$ cat src/fde_pkg.sv
// Shared types and constants for the finite-difference extrapolator.
package fde_pkg;

  localparam int unsigned DATA_W   = 64;
  localparam int unsigned SAMPLE_W = 32;
  // Wide enough for a level count up to 127, the largest sequence length it can hold.
  localparam int unsigned CNT_W    = 7;

  typedef struct packed {
    logic              valid;
    logic              write;
    logic              last;
    logic              too_long;
    logic [CNT_W-1:0]  n;
    logic [DATA_W-1:0] d;
    logic [DATA_W-1:0] sum;
  } wave_t;

endpackage

$ cat src/fde_entry.sv
// Entry stage: tracks the sample count and overflow of the current sequence.
module fde_entry #(
  parameter int unsigned MAX_LEN = 32
) (
  input  logic                           clk_i,
  input  logic                           rst_ni,
  input  logic [fde_pkg::SAMPLE_W-1:0]   sample_i,
  input  logic                           last_i,
  input  logic                           accept_i,
  output fde_pkg::wave_t                 wave_o
);
  import fde_pkg::*;

  logic [CNT_W-1:0] cnt_q, cnt_d;
  logic             ovf_q, ovf_d;
  logic             room;

  assign room = (cnt_q < CNT_W'(MAX_LEN));

  always_comb begin
    wave_o          = '0;
    wave_o.valid    = accept_i;
    wave_o.write    = room;
    wave_o.last     = last_i;
    wave_o.too_long = ovf_q | ~room;
    wave_o.n        = room ? (cnt_q + CNT_W'(1)) : CNT_W'(MAX_LEN);
    wave_o.d        = {{(DATA_W-SAMPLE_W){sample_i[SAMPLE_W-1]}}, sample_i};
    wave_o.sum      = '0;
  end

  always_comb begin
    cnt_d = cnt_q;
    ovf_d = ovf_q;
    if (accept_i) begin
      if (last_i) begin
        cnt_d = '0;
        ovf_d = 1'b0;
      end else if (room) begin
        cnt_d = cnt_q + CNT_W'(1);
      end else begin
        ovf_d = 1'b1;
      end
    end
  end

  always_ff @(posedge clk_i or negedge rst_ni) begin
    if (!rst_ni) begin
      cnt_q <= '0;
      ovf_q <= 1'b0;
    end else begin
      cnt_q <= cnt_d;
      ovf_q <= ovf_d;
    end
  end

  a_cnt_bound: assert property (@(posedge clk_i) disable iff (!rst_ni)
    cnt_q <= CNT_W'(MAX_LEN))
    else $error("sample count beyond maximum length");

  a_ovf_full: assert property (@(posedge clk_i) disable iff (!rst_ni)
    ovf_q |-> cnt_q == CNT_W'(MAX_LEN))
    else $error("overflow flagged before the levels were full");

endmodule

$ cat config.mk
export PLATFORM = sky130hd
export DESIGN_NAME = fde_entry
export DESIGN_NICKNAME = d
export VERILOG_FILES = /design/src/fde_pkg.sv /design/src/fde_entry.sv
export SDC_FILE = /design/constraint.sdc
export NUM_CORES = 1
export LEC_CHECK = 0
export BUFFER_PORTS_ARGS = -buffer_cell sky130_fd_sc_hd__buf_2
export CORE_MARGIN = 2
export CORE_UTILIZATION = 34
export DETAILED_ROUTE_END_ITERATION = 7
export PLACE_DENSITY = 0.82
export SYNTH_ARGS = -nofsm -noshare
export SYNTH_HDL_FRONTEND = slang
export SYNTH_SLANG_ARGS = --single-unit
$ cat constraint.sdc
create_clock -name clk_i -period 1.5 [get_ports clk_i]
set_input_delay 0 -clock clk_i [delete_from_list [all_inputs] [get_ports clk_i]]
set_output_delay 0 -clock clk_i [all_outputs]
set_load 0.005 [all_outputs]
# Word-level counts from Yosys, hierarchy flattened
# Cells that the tools add are included.
# W data, S select, Z words.
[totals]
regBits = 8
inputBits = 36
output_inout_bits = 139
wordCells = 15
[classes]
add_sub_neg = 1
magnitude_cmp = 1
n_eq_ne = 1
n_mux = 5
bitwise = 2
reduce_logical = 3
[op_table]
columns = ["operator", "n"]
rows = [
  ["$mux W7", 3],
  ["$add A7 B1 Y7 const B", 1],
  ["$lt A7 B6 Y1 const B", 1],
  ["$reduce_and A2 Y1", 2],
  ["$mux W1", 2],
  ["$ne A2 B2 Y1 const B", 1],
  ["$reduce_bool A2 Y1", 1],
  ["$not A1 Y1", 1],
  ["$or A1 B1 Y1", 1],
]

# Longest topological paths before layout
[depth]
ltp_word = 3
ltp_mapped = 5
ltp_nobuf = 4

# Least setup slack after synthesis
# Ideal clock, no wire load.
[synth_timing]
path_kind = "register -> register"
startpoint = "register cnt_q[5]"
endpoint = "register cnt_q[0]"
setup_time_ns = 0.122
arrival_time_ns = 1.163
required_time_ns = 1.378
path_slack_ns = 0.215
path_stages_with_launch = 6
n_path_buf = 1
synth_period_minus_slack_ns = 1.285
cell_sequence = "dfrtp_1 -> or2_1 -> buf_6 -> inv_1 -> o21ai_0 -> a32o_1"
[synth_via]
elab_chain_len = 3
[synth_rtl]
columns = ["item", "line", "rtl"]
rows = [
  ["start, declared", "fde_entry.sv:14", "logic [CNT_W-1:0] cnt_q, cnt_d;"],
  ["start signal, assigned", "fde_entry.sv:51", "cnt_q <= cnt_d;"],
  ["$lt A7 B6 Y1", "fde_entry.sv:18", "assign room = (cnt_q < CNT_W'(MAX_LEN));"],
  ["named net room", "fde_entry.sv:16", "logic room;"],
  ["$reduce_bool A2 Y1 (no source line)", "-", ""],
  ["$reduce_and A2 Y1 (no source line)", "-", ""],
]
# The timed path passes the listed nets, and every way through them passes these cells.
# A chain may end at the register's enable or synchronous reset.

==> key figures <==
Cells and area
  – Antenna Cells: 0
  – Seq. cell area: 200.2 µm²
  – Fin nets: between 150 and 200
  – Fin area: 909.6 µm²
  – Multi-input logic area: 516.7 µm²
  – Util after Layout: 21.18%
  – # fillers: around 480
  – Synthesis-to-finish area growth: -39.11%
  – Share of layout cells above drive strength 1: 15.91%

Clocking
  – CTS max path bufs: 2
  – Post-CTS setup buffer count: 0
  – Root Driver: clkbuf_8
  – Clk sink count: 8
  – Worst-Skew Late Latency: roughly 230 ps
  – CTS tree: built
  – CTS clk-pin slew, worst paths: roughly 40 ps
  – CTS H-tree lvls: 1
  – CTS Buf Count: 3

Synth
  – FFs w/ async S/R, synth: 100.0%
  – Most frequent cell after synthesis: buf_4
  – Avg Synthesized Cell Area: 7.989 µm²
  – Compound-Gate Fraction of Synth Area: ~7.0%
  – Multiplexer share of the synthesized area: less than 1%
  – Synth Area in Simple Gates: around 7.5%
  – Synth cell count leaders: buf_4 (132), dfrtp_1 (8), nor2_1 (5), a21oi_1 (4)
  – Yosys top cell by area: buf_4
  – Cells after synthesis: around 190
  – Synth area leaders: buf_4 (66%), dfrtp_1 (13%), xnor2_1 (1.8%), a21boi_0 (1.5%), a21oi_1 (1.3%)
  – Xor and xnor area share after synthesis: between 1.5 and 2%
  – Yosys warns: 0
  – Netlist cell types: 31
  – Adder-cell share of the synthesized area: 0.8375%
  – Seq/Total Area, Yosys: between 10% and 20%
  – Synth top area share: 66.33%
  – EDFF count, synth: 0
  – Post-Synthesis Cell Area: approximately 1500 µm²
  – Yosys reg bits: 8
  – Top_reg_cell synth: dfrtp_1
  – Largest family of logic cells by synthesized area: buffers and inverters

STA
  – Setup ws final: between 100 and 150 ps
  – # setup viols final: 0
  – Crit path time final: around 1400 ps
  – Fin. Hold Viols: 0
  – Slew Viols, Final: 0
  – Clock Skew: 4.890 ps
  – Fin Setup TNS: 0 ps
  – Max Clk Rate: 719.1 MHz
  – Final period utilization: 92.71%
  – RSZ-0062 raised after global routing: no

GRT
  – Initial antenna violation count: 0
  – Vias in the first global route: around 500
  – Largest net degree at the start of global routing: 34
  – Total GRT Usage: under 10%
  – First-pass GRT wire length: between 2 and 2.5 mm
  – Grt total ovfl: 0

Setup path
  – R2r setup slk: ~150 ps
  – Worst reg2reg path depth: 3
  – Crit Path Category: reg -> out
  – Crit-path max cell delay: between 400 and 500 ps
  – Critical R2R Capture: cnt_q[4]
  – Crit. End Element: primary output
  – Cells along the critical path: or2_1, inv_2, and2_1, buf_2
  – Reg2reg start: cnt_q[6]
  – Type of origin of the critical path: register
  – CP Buf/Inv Count: 2
  – CP Data Required Time: 1500 ps
  – Worst EP arrival: between 1000 and 1500 ps
  – CP top delay family: simple AND/OR/NAND/NOR gates
  – Crit Path Max Fanout: 8
  – Crit-path slowest cell: dfrtp_1

Status
  – Outcome: complete, no violations

Min path
  – Hold crit path type: in -> out
  – Hold EP: wave_o[93]
  – Hold Crit Start: sample_i[29]
  – WHS Path Cells: 0

Routing
  – ANT nets after route: 0
  – Post-Route WL: ~1.8 mm
  – Initial detailed-routing violation count: 21
  – Drt pass-1 iters: 4
  – Vias per std cell: around 3.5
  – Via count: around 650
  – DR WL/cell: around 10 µm
  – DRC: 0

Place
  – IO Port Bufs: 13
  – Dpl hpwl: 1.479 mm
  – GPL Wtd Cong: 0.7449
  – Placed instance area: 850.8 µm²
  – Setup slack at placement: around 130 ps

Die
  – Die Wd: 70.29 µm
  – Num rows: 24
  – Io pins: 175
  – Core Area: around 4300 µm²
  – Die height: 70.29 µm
  – Starting Density: between 30% and 40%
  – Die area: slightly below 5000 µm²

Power and ir drop
  – Pwr dens: 724.8 nW/µm²
  – Total power: between 0.6 and 0.7 mW
  – Leakage: ~0.51 nW
  – VDD IR max: between 200 and 250 µV

Job
  – Max_cap viols: 0
## state kept, by name, indices dropped and copies added (netlist names)
| signal | count |
|---|---|
| cnt_q | 7 |
| ovf_q | 1 |
## layer usage
layer	global-route usage, %	routed length (µm)	vias to the layer above
li1	-	-	286
met1	5.672	562	273
met2	10.38	878	80
met3	3.608	324	12
met4	5.342	76	0
met5	0	0	-
## kinds of logic (layout without fill, tap and decap cells)
| group | count (synthesis) | after routing |
|---|---|---|
| flops | 8 | 8 |
| other cells | 1 | 65 |
| compound gates | 15 | 15 |
| mux | 1 | 1 |
| xor+xnor | 3 | 3 |
| fa+ha+maj | 1 | 1 |
| simple gates | 19 | 19 |
| buf+inv | 139 | 20 |
## metrics by stage
step                std cells  hold WS [ps]
floorplan                 251        -295.6
global placement          180        -146.0
detailed placement        180        -145.3
CTS                       184       0.03458
global route              184      0.008640
finish                    184      0.001659
## layout make-up
type	instances	area share, %
multi-input combinational	104	56.81
sequential	8	22.01
timing repair buffer	14	8.253
tap	52	7.153
clock buffer	3	4.539
inverter	3	1.238
## worst max path at each step
stage | to | depth (start not counted) | startpoint | slack, ps
after floorplan | cnt_q[0] | 5 | cnt_q[5] | 220
after global placement | cnt_q[0] | 4 | cnt_q[5] | 190
after detailed placement | cnt_q[0] | 4 | cnt_q[5] | 130
after CTS | wave_o[129] | 4 | cnt_q[5] | 50
after global routing | cnt_q[4] | 3 | cnt_q[6] | 10
final | wave_o[129] | 4 | cnt_q[6] | 110
## where the power goes
group          switching, mW  total (mW)  leakage (nW)  internal [mW]
clock                 0.0823       0.256        0.0216          0.174
combinational         0.0901       0.147         0.375         0.0567
sequential            0.0241       0.257         0.109          0.232
## cells in the final DEF (no fill, tap or decap), types with 2 or more instances in the layout
cell type	instances
a21boi_0	3
a21oi_1	4
a31oi_1	2
buf_2	13
clkbuf_8	3
conb_1	65
dfrtp_1	8
inv_1	2
nor2_1	5
o2bb2ai_1	2
xnor2_1	3
## worst register-to-register path, cell delays in order, from the launching register on
cell     delay [ps]
dfrtp_1         420
or2_1           340
o31a_1          320
nor3_1          180
## what timing repair did
action | in CTS | in global routing
resized for setup | 0 | 3
hold endpoints to repair | 8 | 0
setup endpoints to repair | 0 | 2
hold buffers | 1 | 0
(Power assumes the default switching activity.)
