### src/fde_pkg.sv
// Shared types and constants for the finite-difference extrapolator.
package fde_pkg;

  localparam int unsigned DATA_W   = 64;
  localparam int unsigned SAMPLE_W = 32;
  // Wide enough for a level count up to 127, the largest sequence length it can hold.
  localparam int unsigned CNT_W    = 7;

  typedef struct packed {
    logic              valid;
    logic              write;
    logic              last;
    logic              too_long;
    logic [CNT_W-1:0]  n;
    logic [DATA_W-1:0] d;
    logic [DATA_W-1:0] sum;
  } wave_t;

endpackage

### src/fde_cell.sv
// One difference level: holds its tail and passes the difference to the next level.
module fde_cell #(
  parameter int unsigned IDX = 0
) (
  input  logic           clk_i,
  input  logic           rst_ni,
  input  logic           en_i,
  input  fde_pkg::wave_t wave_i,
  output fde_pkg::wave_t wave_o
);
  import fde_pkg::*;

  logic [DATA_W-1:0] tail_q;
  wave_t             wave_q, wave_d;
  logic              active;

  assign active = wave_i.valid && (CNT_W'(IDX) < wave_i.n);

  always_comb begin
    wave_d = wave_i;
    if (active) begin
      if (wave_i.write) begin
        wave_d.sum = wave_i.sum + wave_i.d;
        wave_d.d   = wave_i.d - tail_q;
      end else begin
        wave_d.sum = wave_i.sum + tail_q;
      end
    end
  end

  always_ff @(posedge clk_i) begin
    if (en_i && active && wave_i.write) begin
      tail_q <= wave_i.d;
    end
  end

  always_ff @(posedge clk_i or negedge rst_ni) begin
    if (!rst_ni) begin
      wave_q <= '0;
    end else if (en_i) begin
      wave_q <= wave_d;
    end
  end

  assign wave_o = wave_q;

endmodule

### config.mk
export PLATFORM = sky130hd
export DESIGN_NAME = fde_cell
export DESIGN_NICKNAME = d
export VERILOG_FILES = /design/src/fde_pkg.sv /design/src/fde_cell.sv
export SDC_FILE = /design/constraint.sdc
export NUM_CORES = 1
export LEC_CHECK = 0
export BUFFER_PORTS_ARGS = -buffer_cell sky130_fd_sc_hd__buf_2
export CAP_MARGIN = 20
export CELL_PAD_IN_SITES_DETAIL_PLACEMENT = 0
export CELL_PAD_IN_SITES_GLOBAL_PLACEMENT = 1
export CORE_ASPECT_RATIO = 1.5
export CORE_UTILIZATION = 42
export CTS_CLUSTER_SIZE = 40
export DETAILED_ROUTE_END_ITERATION = 16
export HOLD_SLACK_MARGIN = 0.03
export PLACE_DENSITY = 0.78
export SYNTH_ARGS = -nofsm -noshare
export SYNTH_HDL_FRONTEND = slang
export SYNTH_SLANG_ARGS = --single-unit
### constraint.sdc
create_clock -name clk_i -period 4.05 [get_ports clk_i]
set_input_delay 0.2025 -clock clk_i [delete_from_list [all_inputs] [get_ports clk_i]]
set_output_delay 0.2025 -clock clk_i [all_outputs]
set_load 0.02 [all_outputs]
== Word level (Yosys, flattened, before mapping) ==
Cells that the tools add are included.

* Bits in registers: 203
* Logic and storage cells: 18
* Output and inout port bits: 139
* Input bits: 142

* $lt $le $gt $ge: 1
* Mux-type cells: 3
* Add/sub/neg operators: 3
* Reductions and logical operators: 3

{| class="wikitable"
|+ Operators by type and width
! cell !! number
|-
| $add A64 B64 Y64 || 2
|-
| $mux W128 || 1
|-
| $mux W64 || 2
|-
| $sub A64 B64 Y64 || 1
|-
| $lt A1 B7 Y1 const A || 1
|-
| $logic_and A1 B1 Y1 || 3
|}

== Depth between registers and ports, before layout ==
* Word-level depth: 4
* Mapped depth: 19
* Depth with buffers taken out: 15

== Least setup slack after synthesis ==
No wires, ideal clock.

* Path kind: input to register
* Start point: input wave_i[137] (netlist bit)
* End point: register wave_q, in the netlist wave_o[62]
* Slack: -0.184 ns
* Arrival time: 4.091 ns
* Library setup time: 0.142 ns
* Path buffers: 2
* Data required time: 3.908 ns
* Stages on the path: 17
* Cell sequence: clkbuf_1 -> clkbuf_1 -> mux2_2 -> ha_1 -> fa_1 -> a211o_1 -> a21oi_1 -> o32ai_1 -> o21a_1 -> o31ai_1 -> a21oi_1 -> a31oi_1 -> nor2_1 -> a311oi_1 -> a21oi_1 -> xnor2_1 -> o221ai_1

* Word-level cells in the longest chain between the ends: 2

{| class="wikitable"
|+ Ends and longest elaborated chain
! what !! line !! source
|-
| start: declaration || fde_cell.sv:8 || <nowiki>input fde_pkg::wave_t wave_i,</nowiki>
|-
| $mux W64 || fde_cell.sv:22 || <nowiki>if (wave_i.write) begin</nowiki>
|-
| $mux W128 || fde_cell.sv:21 || <nowiki>if (active) begin</nowiki>
|-
| end signal: assignment || fde_cell.sv:41 || <nowiki>wave_q <= wave_d;</nowiki>
|-
| end: declaration || fde_cell.sv:14 || <nowiki>wave_t wave_q, wave_d;</nowiki>
|}

Every way passes these cells.
A chain may end at the register's enable or synchronous reset.

== Final worst setup path ==
* Start point: register tail_q[0]
* End point: register wave_q, in the netlist wave_o[60]

* Word-level cells in the longest chain between the ends: 3

{| class="wikitable"
|+ Ends and longest elaborated chain
! what !! line !! source
|-
| start: declaration || fde_cell.sv:13 || <nowiki>logic [DATA_W-1:0] tail_q;</nowiki>
|-
| start signal: assignment || fde_cell.sv:33 || <nowiki>tail_q <= wave_i.d;</nowiki>
|-
| $add A64 B64 Y64 || fde_cell.sv:26 || <nowiki>wave_d.sum = wave_i.sum + tail_q;</nowiki>
|-
| $mux W64 || fde_cell.sv:22 ||
|-
| $mux W128 || fde_cell.sv:21 ||
|}

Every way passes these cells.

==> impl_metrics.tcl <==
set metrics [dict create \
    status "finished, final reports clean" \
    syn_area_um2 16020 \
    core.rowCount 87 \
    die_y_um 241.2 \
    synth-edff-count 64 \
    hpwl_um 42230 \
    nets 2720 \
    place_area_um2 18470 \
    critical_path_class "reg -> reg" \
    drt_wl_total_um 55150 \
    grt_pass1_vias 16280 \
    die_w_um 161.4 \
    crit_path_max_fanout 3 \
    clk_pin_slew_ps 60 \
    power.density_nw_per_um2 355.2 \
    ys_seq_elements 203 \
    cts_sinks 203 \
    dieArea_um2 38930 \
    drive_gt1_share_pct 19.58 \
    start_kind "register" \
    cap_violations 0 \
    viasPerCell 5.507 \
    async_flop_share_pct 68.47 \
    gr-total-overflow 0 \
    drc 0 \
    cts_buffer_depth 3 \
    syn_area_per_cell_um2 7.924 \
    cp-end-kind "register" \
    slew_viol_final 0 \
    cts_root_buf "clkbuf_16" \
    cts_made_buffers 23 \
    finalSetupViolCount 0 \
    worst_pin_slew_ps 1052 \
    cts_tree "done" \
    antenna_cells 0 \
    grt_use_total_pct 27.90 \
    clock_skew_ps 15.69 \
    fin_ws_ps 185.7 \
    fillers 3679 \
    synth_flop_cell "dfrtp_1" \
    ios 281 \
    num_vias 16280 \
    grt_antenna_before_repair 0 \
    dpl_worst_slack_ps -611.1 \
    wire_per_inst_um 18.66 \
    final_util_pct 55.25 \
    place.gp.congestion 0.9347 \
    critPathArrivalTime_ps 4250 \
    numPortBuffers 280 \
    hold_violations 0 \
    htreeDepth 1 \
    rrSetupSlack_ps 190 \
    yosysUniqueCellTypes 68 \
    period_share_pct 95.41 \
    grt_max_degree 109 \
    synth_fp_nets 2291 \
    finalCriticalPeriod_ps 3864 \
    netlist_instances 2021 \
    first_pass_iters 8 \
    area_delta_synth_final_pct 29.56 \
    postLayoutCellArea_um2 20750 \
    cp.required_ps 4440 \
    min_path_type "in -> reg" \
    peakVddDrop_v 0.0003180 \
    clk_latency_ps 540 \
    drt_iter0_drc 798 \
    coreArea_um2 37550 \
    ant_nets 0 \
    fmax_mhz 258.8 \
    synth.yosys.seq_area_share_pct 33.72 \
    slew_headroom_pct 29.87 \
    power_leakage_nw 9.428 \
    grt_pass1_wl_um 85870 \
    whs_path_depth 3 \
    yosysWarningCount 0 \
    initial_core_util_pct 42.65 \
    r2r_cells 16 \
]
[repair_timing]
item	CTS	global route
pin swaps	2	10
hold buffers	134	0
gates resized for setup	11	18
setup endpoints to repair	16	29
setup buffers	0	3
endpoints found under the hold margin	237	0
[cells in the mapped netlist, drive strengths merged (6+ instances only)]
master	n	area share, %
or2	6	0.23
o31ai	12	0.83
a31oi	36	1.4
o221ai	13	0.71
inv	107	2.5
xor2	46	2.5
a211oi	20	0.94
nand2b	16	0.63
nand3	39	1.2
ha	126	9.8
nand4	36	1.4
edfxtp	64	12
o21a	11	0.52
mux2	16	1.1
a21oi	319	10
dfrtp	139	22
o21ai	143	4.5
nand2	206	4.8
o211ai	9	0.42
and3	12	0.47
o21bai	26	1.2
xnor2	66	3.6
nor2b	10	0.39
nor2	257	6.0
clkbuf	109	2.6
nor3	17	0.53
nor4	6	0.23
buf	11	0.31
a21o	66	3.1
[layer usage]
metal  share of wire [%]  track usage (%)  wire length [um]
met1                  40            31.84             21890
met2                  52            52.40             28940
met3                 3.5            2.372              1930
met4                 4.3            12.69              2385
met5                   0                0                 0
[flip-flops by register name, summed over array words and instances (netlist names)]
signal and cells:
wave_o 139, tail_q 64
[stage by stage]
step	cells	hold slack (ps)	power [W]	TNS (ps)
final	2956	39.71	0.007369	0
after global routing	2956	31.04	0.007782	-5.655
after CTS	2953	31.04	0.007385	0
after detailed placement	2777	236.5	0.005126	-3135
after global placement	2777	243.4	0.005111	-2800
after floorplan	2021	-93.09	0.004159	0
[power by group]
group | total, W | switching, W | internal, W
Clock | 0.00213 | 0.000923 | 0.00121
Combinational | 0.00278 | 0.00166 | 0.00112
Sequential | 0.00246 | 0.000117 | 0.00234
Total | 0.00737 | 0.00270 | 0.00467
[worst max-delay path, cell delays in order (launching register included)]
cell	delay (ps)
edfxtp_1	390
mux2_2	280
ha_1	220
fa_1	400
a211o_1	360
a21oi_4	160
o32ai_2	150
o21a_1	240
o31ai_4	230
buf_4	180
a21oi_4	70
a31oi_4	220
nor2_1	100
a311oi_2	280
buf_4	160
xor2_1	140
o221ai_1	120
[layout by cell type (no fill, tap or decap), drive strengths merged, types with 5 or more instances in the layout]
| master | synthesis | layout |
|---|---|---|
| dlygate4sd3 | 0 | 134 |
| or3 | 5 | 5 |
| edfxtp | 64 | 64 |
| clkinv | 0 | 6 |
| nand2b | 16 | 16 |
| nor4 | 6 | 6 |
| xor2 | 46 | 46 |
| nand2 | 206 | 206 |
| nand4 | 36 | 36 |
| clkbuf | 109 | 33 |
| a2111oi | 5 | 5 |
| mux2 | 16 | 16 |
| ha | 126 | 126 |
| nor3 | 17 | 17 |
| a21oi | 319 | 319 |
| buf | 11 | 389 |
| xnor2 | 66 | 66 |
| a221oi | 5 | 5 |
| o21ai | 143 | 143 |
| nor2 | 257 | 257 |
| o21bai | 26 | 26 |
| a31oi | 36 | 36 |
| a211oi | 20 | 20 |
| and3 | 12 | 12 |
| dfrtp | 139 | 139 |
| o31ai | 12 | 12 |
| o221ai | 13 | 13 |
| inv | 107 | 109 |
| or2 | 6 | 6 |
| o21a | 11 | 11 |
| nand3 | 39 | 39 |
| nor2b | 10 | 10 |
| o211ai | 9 | 9 |
| a21o | 66 | 66 |
| and4 | 5 | 5 |
[layout make-up]
| cell class | instances | area [um^2] | area share (%) |
|---|---|---|---|
| clock buffer | 32 | 659.4 | 3.178 |
| clock inverter | 10 | 86.33 | 0.4161 |
| inverter | 107 | 401.6 | 1.936 |
| multi-input combinational | 1591 | 9942 | 47.91 |
| sequential | 203 | 5400 | 26.03 |
| tap | 489 | 611.8 | 2.949 |
| timing repair buffer | 524 | 3649 | 17.58 |
[cell families (layout without fill, tap and decap cells)]
| logic type | after synthesis | after routing | synth area share, % |
|---|---|---|---|
| AOI/OAI and AO/OA | 706 | 706 | 26.46 |
| and+or+nand+nor | 627 | 627 | 16.98 |
| buffers and inverters | 227 | 673 | 5.375 |
| DFF | 203 | 203 | 33.72 |
| adders and majority gates | 128 | 128 | 10.09 |
| xor gates and xnor gates | 112 | 112 | 6.125 |
| muxes | 18 | 18 | 1.250 |
[worst paths after layout]
path,start,to
min,wave_i[20],wave_o[20]$_DFFE_PN0P_
min reg2reg,wave_o[13]$_DFFE_PN0P_,wave_o[13]$_DFFE_PN0P_
min in group asynchronous,rst_ni,wave_o[135]$_DFFE_PN0P_
max reg2reg,tail_q[0]$_DFFE_PP_,wave_o[60]$_DFFE_PN0P_
max in group asynchronous,rst_ni,wave_o[88]$_DFFE_PN0P_
max,tail_q[0]$_DFFE_PP_,wave_o[60]$_DFFE_PN0P_
Note: power is estimated with default switching activity, not from simulation.
